## src/rtl/stup_pkg.sv

```systemverilog
// shared constants and types for the string to unsigned parser
`default_nettype none

package stup_pkg;

  localparam int VALUE_WIDTH = 32;
  localparam int MAX_CHARS   = 4096;
  localparam int COUNT_W     = $clog2(MAX_CHARS + 1);
  localparam int BASE_W      = 6;
  localparam int CHAR_W      = 8;
  localparam int VALUE_OUT_W = 32;
  localparam int OFFSET_W    = 13;
  localparam int DATA_W      = 32;
  localparam int ADDR_W      = 3;

  // register index taken from paddr[2]
  localparam logic REG_NUMBER_BASE = 1'b0;

  typedef struct packed {
    logic [VALUE_OUT_W-1:0] parsed_value;
    logic                   parse_done;
    logic [OFFSET_W-1:0]    end_offset;
  } result_t;

endpackage

`default_nettype wire

```

## src/rtl/stup_engine.sv

```systemverilog
// parse state machine with one multiply-add per character and the result register
`default_nettype none

module stup_engine (
  input  logic                       clk,
  input  logic                       rst,
  input  logic                       step,
  input  logic [stup_pkg::CHAR_W-1:0] char_code,
  input  logic                       start_of_string,
  input  logic [stup_pkg::BASE_W-1:0] number_base,
  output stup_pkg::result_t          result
);
  import stup_pkg::*;

  typedef enum logic [2:0] {
    PH_SPACE,
    PH_PREFIX,
    PH_ZERO_AUTO,
    PH_ZERO_HEX,
    PH_DIGITS,
    PH_DONE
  } phase_t;

  localparam logic [BASE_W-1:0] NO_DIGIT = BASE_W'(36);
  localparam logic [BASE_W-1:0] BASE_8   = BASE_W'(8);
  localparam logic [BASE_W-1:0] BASE_10  = BASE_W'(10);
  localparam logic [BASE_W-1:0] BASE_16  = BASE_W'(16);
  localparam logic [CHAR_W-1:0] CH_ZERO  = 8'h30;
  localparam logic [CHAR_W-1:0] CH_MINUS = 8'h2d;
  localparam logic [CHAR_W-1:0] CH_PLUS  = 8'h2b;
  localparam logic [CHAR_W-1:0] CH_X_LO  = 8'h78;
  localparam logic [CHAR_W-1:0] CH_X_UP  = 8'h58;

  function automatic logic [BASE_W-1:0] char_digit(input logic [CHAR_W-1:0] c);
    logic [BASE_W-1:0] d;
    d = NO_DIGIT;
    if (c inside {[8'h30:8'h39]}) begin
      d = BASE_W'(c - 8'h30);
    end else if (c inside {[8'h61:8'h7a]}) begin
      d = BASE_W'(c - 8'h57);
    end else if (c inside {[8'h41:8'h5a]}) begin
      d = BASE_W'(c - 8'h37);
    end
    return d;
  endfunction

  phase_t                 phase;
  logic [BASE_W-1:0]      active_base;
  logic [VALUE_WIDTH-1:0] accumulator;
  logic                   minus_seen;
  logic [COUNT_W-1:0]     committed_offset;

  phase_t                 phase_cur, phase_next;
  logic [BASE_W-1:0]      base_cur, base_next, mul_base;
  logic [VALUE_WIDTH-1:0] acc_cur, acc_next;
  logic                   minus_cur, minus_next;
  logic [COUNT_W-1:0]     offset_cur, offset_next;
  logic                   bump, do_prefix, do_digit, digit_ok, blank;
  logic [BASE_W-1:0]      digit;
  logic [VALUE_WIDTH+BASE_W-1:0] product;
  logic [VALUE_WIDTH-1:0] value_signed;
  logic [VALUE_WIDTH+VALUE_OUT_W-1:0] value_wide;
  logic [COUNT_W+OFFSET_W-1:0]        offset_wide;

  assign digit    = char_digit(char_code);
  assign blank    = char_code inside {8'h20, [8'h09:8'h0d]};
  assign digit_ok = (digit != NO_DIGIT) && (digit < mul_base);
  assign product  = (VALUE_WIDTH + BASE_W)'(acc_cur) * (VALUE_WIDTH + BASE_W)'(mul_base);

  always_comb begin
    // a start character begins from a cleared state
    phase_cur  = start_of_string ? PH_SPACE : phase;
    base_cur   = start_of_string ? number_base : active_base;
    acc_cur    = start_of_string ? '0 : accumulator;
    minus_cur  = start_of_string ? 1'b0 : minus_seen;
    offset_cur = start_of_string ? '0 : committed_offset;

    phase_next  = phase_cur;
    base_next   = base_cur;
    acc_next    = acc_cur;
    minus_next  = minus_cur;
    offset_next = offset_cur;
    mul_base    = base_cur;
    bump        = 1'b0;
    do_prefix   = 1'b0;
    do_digit    = 1'b0;

    case (phase_cur)
      PH_SPACE: begin
        if (blank) begin
          bump = 1'b1;
        end else if (char_code == CH_MINUS || char_code == CH_PLUS) begin
          minus_next = (char_code == CH_MINUS);
          bump       = 1'b1;
          phase_next = PH_PREFIX;
        end else begin
          do_prefix = 1'b1;
        end
      end
      PH_PREFIX: do_prefix = 1'b1;
      PH_ZERO_AUTO: begin
        phase_next = PH_DIGITS;
        if (char_code == CH_X_LO || char_code == CH_X_UP) begin
          base_next = BASE_16;
          bump      = 1'b1;
        end else begin
          base_next = BASE_8;
          mul_base  = BASE_8;
          do_digit  = 1'b1;
        end
      end
      PH_ZERO_HEX: begin
        phase_next = PH_DIGITS;
        if (char_code == CH_X_LO || char_code == CH_X_UP) begin
          bump = 1'b1;
        end else begin
          do_digit = 1'b1;
        end
      end
      PH_DIGITS: do_digit = 1'b1;
      default:   phase_next = PH_DONE;
    endcase

    // radix prefix resolution
    if (do_prefix) begin
      if (base_cur == '0) begin
        if (char_code == CH_ZERO) begin
          bump       = 1'b1;
          phase_next = PH_ZERO_AUTO;
        end else begin
          base_next = BASE_10;
          mul_base  = BASE_10;
          do_digit  = 1'b1;
        end
      end else if (base_cur == BASE_16 && char_code == CH_ZERO) begin
        bump       = 1'b1;
        phase_next = PH_ZERO_HEX;
      end else begin
        do_digit = 1'b1;
      end
    end

    if (do_digit) begin
      if (digit_ok) begin
        acc_next   = product[VALUE_WIDTH-1:0] + VALUE_WIDTH'(digit);
        bump       = 1'b1;
        phase_next = PH_DIGITS;
      end else begin
        phase_next = PH_DONE;
      end
    end

    if (bump && offset_cur < COUNT_W'(MAX_CHARS)) begin
      offset_next = offset_cur + COUNT_W'(1);
    end
  end

  assign value_signed = minus_next ? (VALUE_WIDTH'(0) - acc_next) : acc_next;
  assign value_wide   = {{VALUE_OUT_W{1'b0}}, value_signed};
  assign offset_wide  = {{OFFSET_W{1'b0}}, offset_next};

  always_ff @(posedge clk) begin
    if (rst) begin
      phase            <= PH_SPACE;
      active_base      <= '0;
      accumulator      <= '0;
      minus_seen       <= 1'b0;
      committed_offset <= '0;
    end else if (step) begin
      phase                <= phase_next;
      active_base          <= base_next;
      accumulator          <= acc_next;
      minus_seen           <= minus_next;
      committed_offset     <= offset_next;
      result.parsed_value  <= value_wide[VALUE_OUT_W-1:0];
      result.parse_done    <= (phase_next == PH_DONE);
      result.end_offset    <= offset_wide[OFFSET_W-1:0];
    end
  end

endmodule

`default_nettype wire

```

## src/rtl/string_to_unsigned_parser.sv

```systemverilog
// top level of the streaming string to unsigned integer parser
`default_nettype none

// Takes one character per transfer and returns one result per character:
// the value parsed so far (negated modulo 2^32 after a '-' sign), a done flag
// and the end-pointer offset. A character with start_of_string set begins a
// new string and samples number_base (0 detects octal, decimal or hex from
// the prefix). Each character passes through the input register and then the
// parse stage, whose single multiply-add by the radix updates the state; a
// new character is taken every cycle unless a stalled result holds it back.
// A stalled result holds the parse stage; the input register still takes one
// more character while the output waits.

module string_to_unsigned_parser (
  input  logic                          clk,
  input  logic                          rst,
  input  logic                          psel,
  input  logic                          penable,
  input  logic                          pwrite,
  input  logic [stup_pkg::ADDR_W-1:0]   paddr,
  input  logic [stup_pkg::DATA_W-1:0]   pwdata,
  output logic [stup_pkg::DATA_W-1:0]   prdata,
  output logic                          pready,
  input  logic                          in_valid,
  output logic                          in_stall,
  input  logic [stup_pkg::CHAR_W-1:0]   char_code,
  input  logic                          start_of_string,
  output logic                          out_valid,
  input  logic                          out_stall,
  output logic [stup_pkg::VALUE_OUT_W-1:0] parsed_value,
  output logic                          parse_done,
  output logic [stup_pkg::OFFSET_W-1:0] end_offset
);
  import stup_pkg::*;

  logic [BASE_W-1:0] number_base;
  logic              s1_valid;
  logic [CHAR_W-1:0] s1_char;
  logic              s1_start;
  logic              advance;
  logic              load;
  logic              cfg_write;
  result_t           result;

  assign pready    = 1'b1;
  assign cfg_write = psel && penable && pwrite && (paddr[2] == REG_NUMBER_BASE);
  assign prdata    = (paddr[2] == REG_NUMBER_BASE) ? DATA_W'(number_base) : '0;

  // parse stage moves unless a valid result is held
  assign advance  = !(out_valid && out_stall);
  assign in_stall = s1_valid && !advance;
  assign load     = !in_stall;

  always_ff @(posedge clk) begin
    if (rst) begin
      s1_valid    <= 1'b0;
      out_valid   <= 1'b0;
      number_base <= '0;
    end else begin
      if (load) begin
        s1_valid <= in_valid;
      end
      if (advance) begin
        out_valid <= s1_valid;
      end
      if (cfg_write) begin
        number_base <= pwdata[BASE_W-1:0];
      end
    end
  end

  always_ff @(posedge clk) begin
    if (load && in_valid) begin
      s1_char  <= char_code;
      s1_start <= start_of_string;
    end
  end

  stup_engine u_engine (
    .clk             (clk),
    .rst             (rst),
    .step            (s1_valid && advance),
    .char_code       (s1_char),
    .start_of_string (s1_start),
    .number_base     (number_base),
    .result          (result)
  );

  assign parsed_value = result.parsed_value;
  assign parse_done   = result.parse_done;
  assign end_offset   = result.end_offset;

endmodule

`default_nettype wire

```

## config.mk

```make
export PLATFORM = sky130hd
export DESIGN_NAME = string_to_unsigned_parser
export DESIGN_NICKNAME = d
export VERILOG_FILES = /design/src/rtl/stup_pkg.sv /design/src/rtl/stup_engine.sv /design/src/rtl/string_to_unsigned_parser.sv
export SDC_FILE = /design/constraint.sdc
export NUM_CORES = 1
export LEC_CHECK = 0
export ABC_AREA = 0
export BUFFER_PORTS_ARGS = -buffer_cell sky130_fd_sc_hd__clkbuf_2
export CAP_MARGIN = 25
export CORE_MARGIN = 4
export CORE_UTILIZATION = 30
export DETAILED_ROUTE_END_ITERATION = 8
export PLACE_DENSITY_LB_ADDON = 0.1
export RECOVER_POWER = 25
export REMOVE_ABC_BUFFERS = 1
export SLEW_MARGIN = 20
export SYNTH_ARGS = -nofsm -noshare
export SYNTH_HDL_FRONTEND = slang
export SYNTH_SLANG_ARGS = --single-unit
```

## constraint.sdc

```tcl
create_clock -name clk -period 23.6 [get_ports clk]
set_input_delay 2.36 -clock clk [delete_from_list [all_inputs] [get_ports clk]]
set_output_delay 2.36 -clock clk [all_outputs]
set_load 0.01 [all_outputs]
```

==> impl_metrics.yaml, run 1 <==
worst_hold_path:
  hold_depth: 2
  min-delay-path-class: "flip-flop to flip-flop"
die:
  initial_cell_density_of_the_core_pct: 30.3
  vertical_die_dimension_um: 217
  floorplan.rows: 76
  dieWidth_um: 217
  placeable_core_region_mm2: 0.0431
  design.die.area_mm2: 0.0469
  boundary_pins: 132
timing:
  timing.final.setup_violations: 0
  setup-tns-final_ns: 0
  timing.fmax_mhz: 102
  max_slew_margin_pct: -115
  report.final.slew_viol_count: 59
  grt_setup_unrepaired: "no"
  worst_clock_skew_ns: 0.0132
  post-route-period-util_pct: 41.6
  final_number_of_hold_violating_endpoints: 0
  tightestPinTransition_ns: 3.23
  finalWorstPathRequiredPeriod_ns: 9.82
  setup_slack_ns: 13.78
synth:
  post_synth_edffs: 55
  synth_warn: 0
  synth.cell_area_mm2: 0.0131
  synthArstFlopShare_pct: 0
  netlist_instances: 1526
  seq_area_frac_synth_pct: 22.3
  post_synth_num_cell_types: 93
  ys_ff_latch: 118
  synth_area_per_cell_um2: 8.56
  ys.flop_type: "dfxtp_1"
power_and_ir_drop:
  pwr_density_cell_mw_per_mm2: 42.3
  leakagePower_uw: 0.00616
  vdd_ir_drop_max_mv: 0.0497
detailed_routing:
  route.antenna.remaining_nets: 0
  drt-wirelength-per-cell_um: 19.6
  route.detailed.vias_per_inst: 5.17
  finalWirelength_um: 42200
  drt_first_pass_iters: 7
  detailed_route_via_count: 11100
  detailedRoute.firstIterationViolations: 793
  post-route-drc-count: 0
cts:
  clock_pin_slew_on_the_worst_setup_and_hold_paths_ns: 0.06
  postCtsResizedCells: 0
  cts_made_buffers: 17
  h-tree-depth: 4
  clock_tree_buf_depth: 2
  cts_sinks: 118
  clk_root_buffer_cell: "clkbuf_16"
  postCtsHoldBufs: 0
  latest_clock_arrival_within_the_worst_skew_pair_ns: 0.45
  tritoncts: "yes"
  cts_post_setup_buffers_inserted: 0
setup_path:
  worstRegToRegCells: 29
  cp-end-kind: "flip-flop"
  crit_required_ns: 23.78
  critical_path_cell_with_the_highest_stage_delay: "a2111oi_0"
  cp_delay_by_family_top: "compound AO/OA/AOI/OAI gates"
  cp.depth: 29
  path_buf_inv: 6
  criticalPathCategory: "flip-flop to flip-flop"
  maximum_single_stage_delay_on_the_critical_path_ns: 0.79
  critical_path.max_fanout: 28
  startpoint_class: "flip-flop"
  worstPathArrival_ns: 10.00
global_route:
  antenna_violations_before_repair: 0
  grt.overflow.total: 0
  grtUsageTotal_pct: 18.1
  grt_pass1_vias: 11300
  grt_start_max_net_pins: 60
  grt_first_pass_wirelength_um: 66700
outcome:
  failing_checks: "capacitance limit, slew limit"
  run_status: "finished, violations left"
placed_design:
  dpl.hpwl_um: 31500
  dp_worst_setup_slack_ns: 13.83
  io_buffer_count: 76
  place.gp.congestion: 0.869
flow_run:
  drv_cap: 1
layout:
  n_antenna_cell: 0
  drive_above_1_share_pct: 9.18
  finish.net_count: 1799
  synthToLayoutAreaGrowth_pct: 10.2
-- power breakdown --
group | total (uW) | internal (uW) | switching (uW)
registers | 229 | 222 | 7.18
logic | 123 | 39.9 | 82.8
clock network | 257 | 150 | 107
total | 609 | 412 | 197
-- routing by layer --
metal / part of all wire [%] / track usage (%)
met2: 47 / 30.2
met3: 4.2 / 2.62
met4: 2.4 / 5.46
met5: 0 / 0
met1: 46 / 24.3
-- cell type report --
| cell class | instances | area [um2] |
|---|---|---|
| Fill cell | 4539 | 28700 |
| Multi-Input combinational cell | 1253 | 9450 |
| Clock inverter | 11 | 101 |
| Tap cell | 585 | 732 |
| Inverter | 70 | 263 |
| Timing Repair Buffer | 95 | 478 |
| Clock buffer | 21 | 460 |
| Sequential cell | 118 | 2910 |
-- worst paths after layout --
| check | end | slack [ns] | start |
|---|---|---|---|
| worst max-delay path | u_engine.result[45] | 13.78 | s1_char[0] |
| worst min-delay path | u_engine.minus_seen | 0.45 | u_engine.minus_seen |
| worst max register to register | u_engine.result[45] | 13.78 | s1_char[0] |
| worst min register to register | u_engine.minus_seen | 0.45 | u_engine.minus_seen |
-- synthesized netlist by cell type (all sizes together) (16+ instances only) --
| master | instances | share of area (%) |
|---|---|---|
| or3 | 18 | 0.90 |
| o21ai | 63 | 2.5 |
| clkbuf | 59 | 1.7 |
| fa | 112 | 17 |
| nor2 | 282 | 8.1 |
| xnor2 | 50 | 3.4 |
| xor2 | 18 | 1.2 |
| nand2 | 115 | 3.3 |
| nor3 | 31 | 1.2 |
| nor2b | 24 | 1.1 |
| ha | 81 | 7.8 |
| inv | 70 | 2.0 |
| mux2i | 23 | 1.8 |
| dfxtp | 63 | 9.7 |
| nand3 | 32 | 1.2 |
| edfxtp | 55 | 13 |
| a211oi | 27 | 1.6 |
| a21oi | 77 | 3.1 |
| buf | 51 | 2.5 |
| a21o | 16 | 0.92 |
-- cell families after synthesis --
| kind of cell | after synthesis | synth area share (%) |
|---|---|---|
| buffers and inverters | 180 | 6.26 |
| adder cells (fa/ha/maj) | 193 | 24.9 |
| flip-flops | 118 | 22.3 |
| AND/OR/NAND/NOR | 605 | 21.7 |
| AO/OA/AOI/OAI | 328 | 17.5 |
| multiplexers | 31 | 2.45 |
| XOR/XNOR | 69 | 4.73 |
| other | 2 | 0.0575 |
-- placed cells by master (no fill, tap or decap), types with 13 or more instances in the layout --
master     Yosys  routed
a31oi_1       15      15
clkbuf_1      59      34
fa_1         112     112
buf_4         31      17
nand3_1       32      32
mux2i_1       23      23
o211ai_1      14      14
a21o_1        16      16
edfxtp_1      55      55
inv_1         69      69
nand2_1      115     115
a211oi_1      26      26
clkbuf_16      0      17
nor2_1       282     279
conb_1         2      27
o21ai_0       59      59
nand4_1       14      14
xnor2_1       50      50
clkbuf_2       0      45
a21oi_1       74      73
ha_1          81      81
and3_1        13      13
o21a_1        14      13
xor2_1        18      18
nor2b_1       24      24
or3_1         17      17
nor3_1        30      30
dfxtp_1       63      63
-- worst reg2reg max path: cells and delay by family, from the launching register on --
family | cells | cell delay (ns)
AOI/OAI and AO/OA | 9 | 3.44
xor gates and xnor gates | 2 | 0.41
adders and majority gates | 6 | 2.76
buffers and inverters | 6 | 0.88
DFF | 1 | 0.55
and+or+nand+nor | 6 | 1.52
-- state kept, by name, summed over array words and instances, names as in the netlist --
signal / flops
u_engine.accumulator: 32
s1_char: 8
s1_start: 1
u_engine.result: 46
u_engine.phase: 3
u_engine.minus_seen: 1
u_engine.active_base: 6
out_valid: 1
u_engine.committed_offset: 13
s1_valid: 1
number_base: 6
-- metrics by stage --
stage	hold slack (ns)	util, %	cell area [um2]	std cells	power (uW)
after floorplan	0.426	-	12600	1441	311
after global placement	0.443	32.2	13900	2120	356
after detailed placement	0.444	32.2	13900	2120	356
after CTS	0.452	33.5	14400	2152	616
after global routing	0.491	33.4	14400	2153	638
final	0.448	33.4	14400	2153	609
(Power assumes the default switching activity.)
==> inputs of run 2 (changes only) <==
==> constraint.sdc (replaced) <==
create_clock -name clk -period 7.9 [get_ports clk]
set_input_delay 0.79 -clock clk [delete_from_list [all_inputs] [get_ports clk]]
set_output_delay 0.79 -clock clk [all_outputs]
set_load 0.01 [all_outputs]
==> run 2 against run 1 <==
Net effect: the flow still finishes with violations (capacitance limit, slew limit); utilization is 6.4 points higher; via count is 10% higher; clock power rose to 3.2 times the previous value; largest power group unchanged; first-iteration DRC count is 6.4% lower; combinational power increased to 4.4 times the previous value; critical endpoint is now u_engine.active_base[3]; worst setup slack worse by 14 ns; final cell count rose by 13%.
==> impl_metrics.yaml, run 2 (same netlist as run 1, synthesis figures left out) <==
timing:
  worst_clock_skew_ns: 0.0208
  post-route-period-util_pct: 98.0
  finalWorstPathRequiredPeriod_ns: 7.74
  max_slew_margin_pct: -49.0
  tightestPinTransition_ns: 2.23
  timing.fmax_mhz: 129
  timing.final.setup_violations: 0
  final_number_of_hold_violating_endpoints: 0
  report.final.slew_viol_count: 40
cts:
  cts_made_buffers: 17
  h-tree-depth: 4
  clock_tree_buf_depth: 2
  clk_root_buffer_cell: "clkbuf_16"
  latest_clock_arrival_within_the_worst_skew_pair_ns: 0.46
  tritoncts: "yes"
  cts_sinks: 118
  clock_pin_slew_on_the_worst_setup_and_hold_paths_ns: 0.06
  postCtsHoldBufs: 0
die:
  design.die.area_mm2: 0.0469
  floorplan.rows: 76
  dieWidth_um: 217
  vertical_die_dimension_um: 217
  placeable_core_region_mm2: 0.0431
  boundary_pins: 132
  initial_cell_density_of_the_core_pct: 30.3
layout:
  drive_above_1_share_pct: 26.9
  n_antenna_cell: 0
  mostFrequentLayoutCell: "buf_4"
  final_cell_count_no_fill: 2438
  final_core_utilization_pct: 39.8
  ff_latch_area_mm2: 0.00291
  finish.net_count: 2084
  combined_area_of_the_multi_input_logic_cells_mm2: 0.00990
  biggestRegsByFlops: "u_engine.result x46, u_engine.accumulator x32, u_engine.committed_offset x13"
  largest_register_ff_count: 46
  synthToLayoutAreaGrowth_pct: 31.2
  final_cell_mix: "buf_4 (290), nor2_1 (275), nand2_1 (111), fa_1 (110), ha_1 (70)"
  final.fill_count: 4402
  regMostFlops: "u_engine.result"
global_route:
  grt.overflow.total: 0
  grt_start_max_net_pins: 60
  grtUsageTotal_pct: 19.5
  grt_first_pass_wirelength_um: 71800
  grt_pass1_vias: 12400
  antenna_violations_before_repair: 0
detailed_routing:
  met3_length_um: 1670
  route.antenna.remaining_nets: 0
  finalWirelength_um: 45700
  drt-wirelength-per-cell_um: 18.7
  wl_met2_um: 21200
  top_signal_layer_used: "met4"
  route.detailed.vias_per_inst: 5.04
  detailed_route_via_count: 12300
  post-route-drc-count: 0
  detailedRoute.firstIterationViolations: 742
  drt_first_pass_iters: 5
  wl_met1_um: 21400
setup_path:
  critical_path.most_common_cell: "buf_4"
  critical_path_cell_with_the_highest_stage_delay: "edfxtp_1"
  startpoint_class: "flip-flop"
  criticalPathCategory: "flip-flop to flip-flop"
  path_buf_inv: 49
  maximum_single_stage_delay_on_the_critical_path_ns: 0.48
  crit_required_ns: 8.27
  critical_path.max_fanout: 4
  worstPathArrival_ns: 8.11
  cp_delay_by_family_top: "buffers and inverters"
  cp-end-kind: "flip-flop"
power_and_ir_drop:
  pwr_density_cell_mw_per_mm2: 120
  leakagePower_uw: 0.00765
  vdd_ir_drop_max_mv: 0.160
placed_design:
  io_buffer_count: 76
  dpl.hpwl_um: 34200
  place.gp.congestion: 0.858
  place.detailed.instances: 2345
worst_hold_path:
  min-delay-path-class: "flip-flop to flip-flop"
outcome:
  failing_checks: "capacitance limit, slew limit"
  run_status: "finished, violations left"
flow_run:
  drv_cap: 1
==> run 2: repair_timing <==
action,in CTS,in global routing
gates cloned,0,1
endpoints found under the hold margin,0,0
gates resized for setup,29,83
buffers inserted,60,8
setup endpoints to repair,17,15
pin swaps,12,30
==> run 2: where the power goes <==
part	total, uW	switching (uW)	internal (uW)
clock	826	339	487
sequential	677	14.1	663
combinational	547	304	243
==> run 2: per-stage QoR <==
stage / setup slack (ns) / instance area, um2 / TNS (ns) / power, uW / hold WS (ns)
finish: 0.159 / 17100 / 0 / 2050 / 0.457
floorplan: -0.677 / 12600 / -6.15 / 929 / 0.426
detailed placement: -0.587 / 15600 / -6.13 / 1120 / 0.446
CTS: 0.0151 / 16800 / 0 / 2040 / 0.455
global route: -0.0271 / 17100 / -0.0333 / 2140 / 0.473
global placement: -0.513 / 15600 / -5.15 / 1120 / 0.442
==> run 2: path summary, 6_finish.rpt <==
| path | from | end | slack, ns | depth (start not counted) |
|---|---|---|---|---|
| worst max-delay path | s1_char[0] | u_engine.active_base[3] | 0.16 | 55 |
| worst min-delay path | u_engine.minus_seen | u_engine.minus_seen | 0.46 | 2 |
| worst max register to register | s1_char[0] | u_engine.active_base[3] | 0.16 | 55 |
| worst min register to register | u_engine.minus_seen | u_engine.minus_seen | 0.46 | 2 |
==> run 2: per-layer routing <==
| layer | global-route usage, % | vias up |
|---|---|---|
| li1 | - | 5942 |
| met1 | 26.5 | 5994 |
| met2 | 31.8 | 274 |
| met3 | 2.71 | 72 |
| met4 | 7.06 | 0 |
| met5 | 0 | - |
==> run 2: worst register-to-register path: cells and delay by family (launching register included) <==
kind | cells | cell delay, ns
multiplexers | 1 | 0.15
flip-flops | 1 | 0.48
AO/OA/AOI/OAI | 2 | 0.54
adder cells (fa/ha/maj) | 1 | 0.15
buffers and inverters | 49 | 6.10
AND/OR/NAND/NOR | 2 | 0.23
==> run 2: cell type report <==
| type | count | area share (%) |
|---|---|---|
| clock inverter | 13 | 0.833 |
| inverter | 70 | 1.53 |
| sequential | 118 | 17.0 |
| timing repair buffer | 380 | 15.9 |
| multi-input combinational | 1253 | 57.8 |
| clock buffer | 19 | 2.65 |
| tap | 585 | 4.27 |
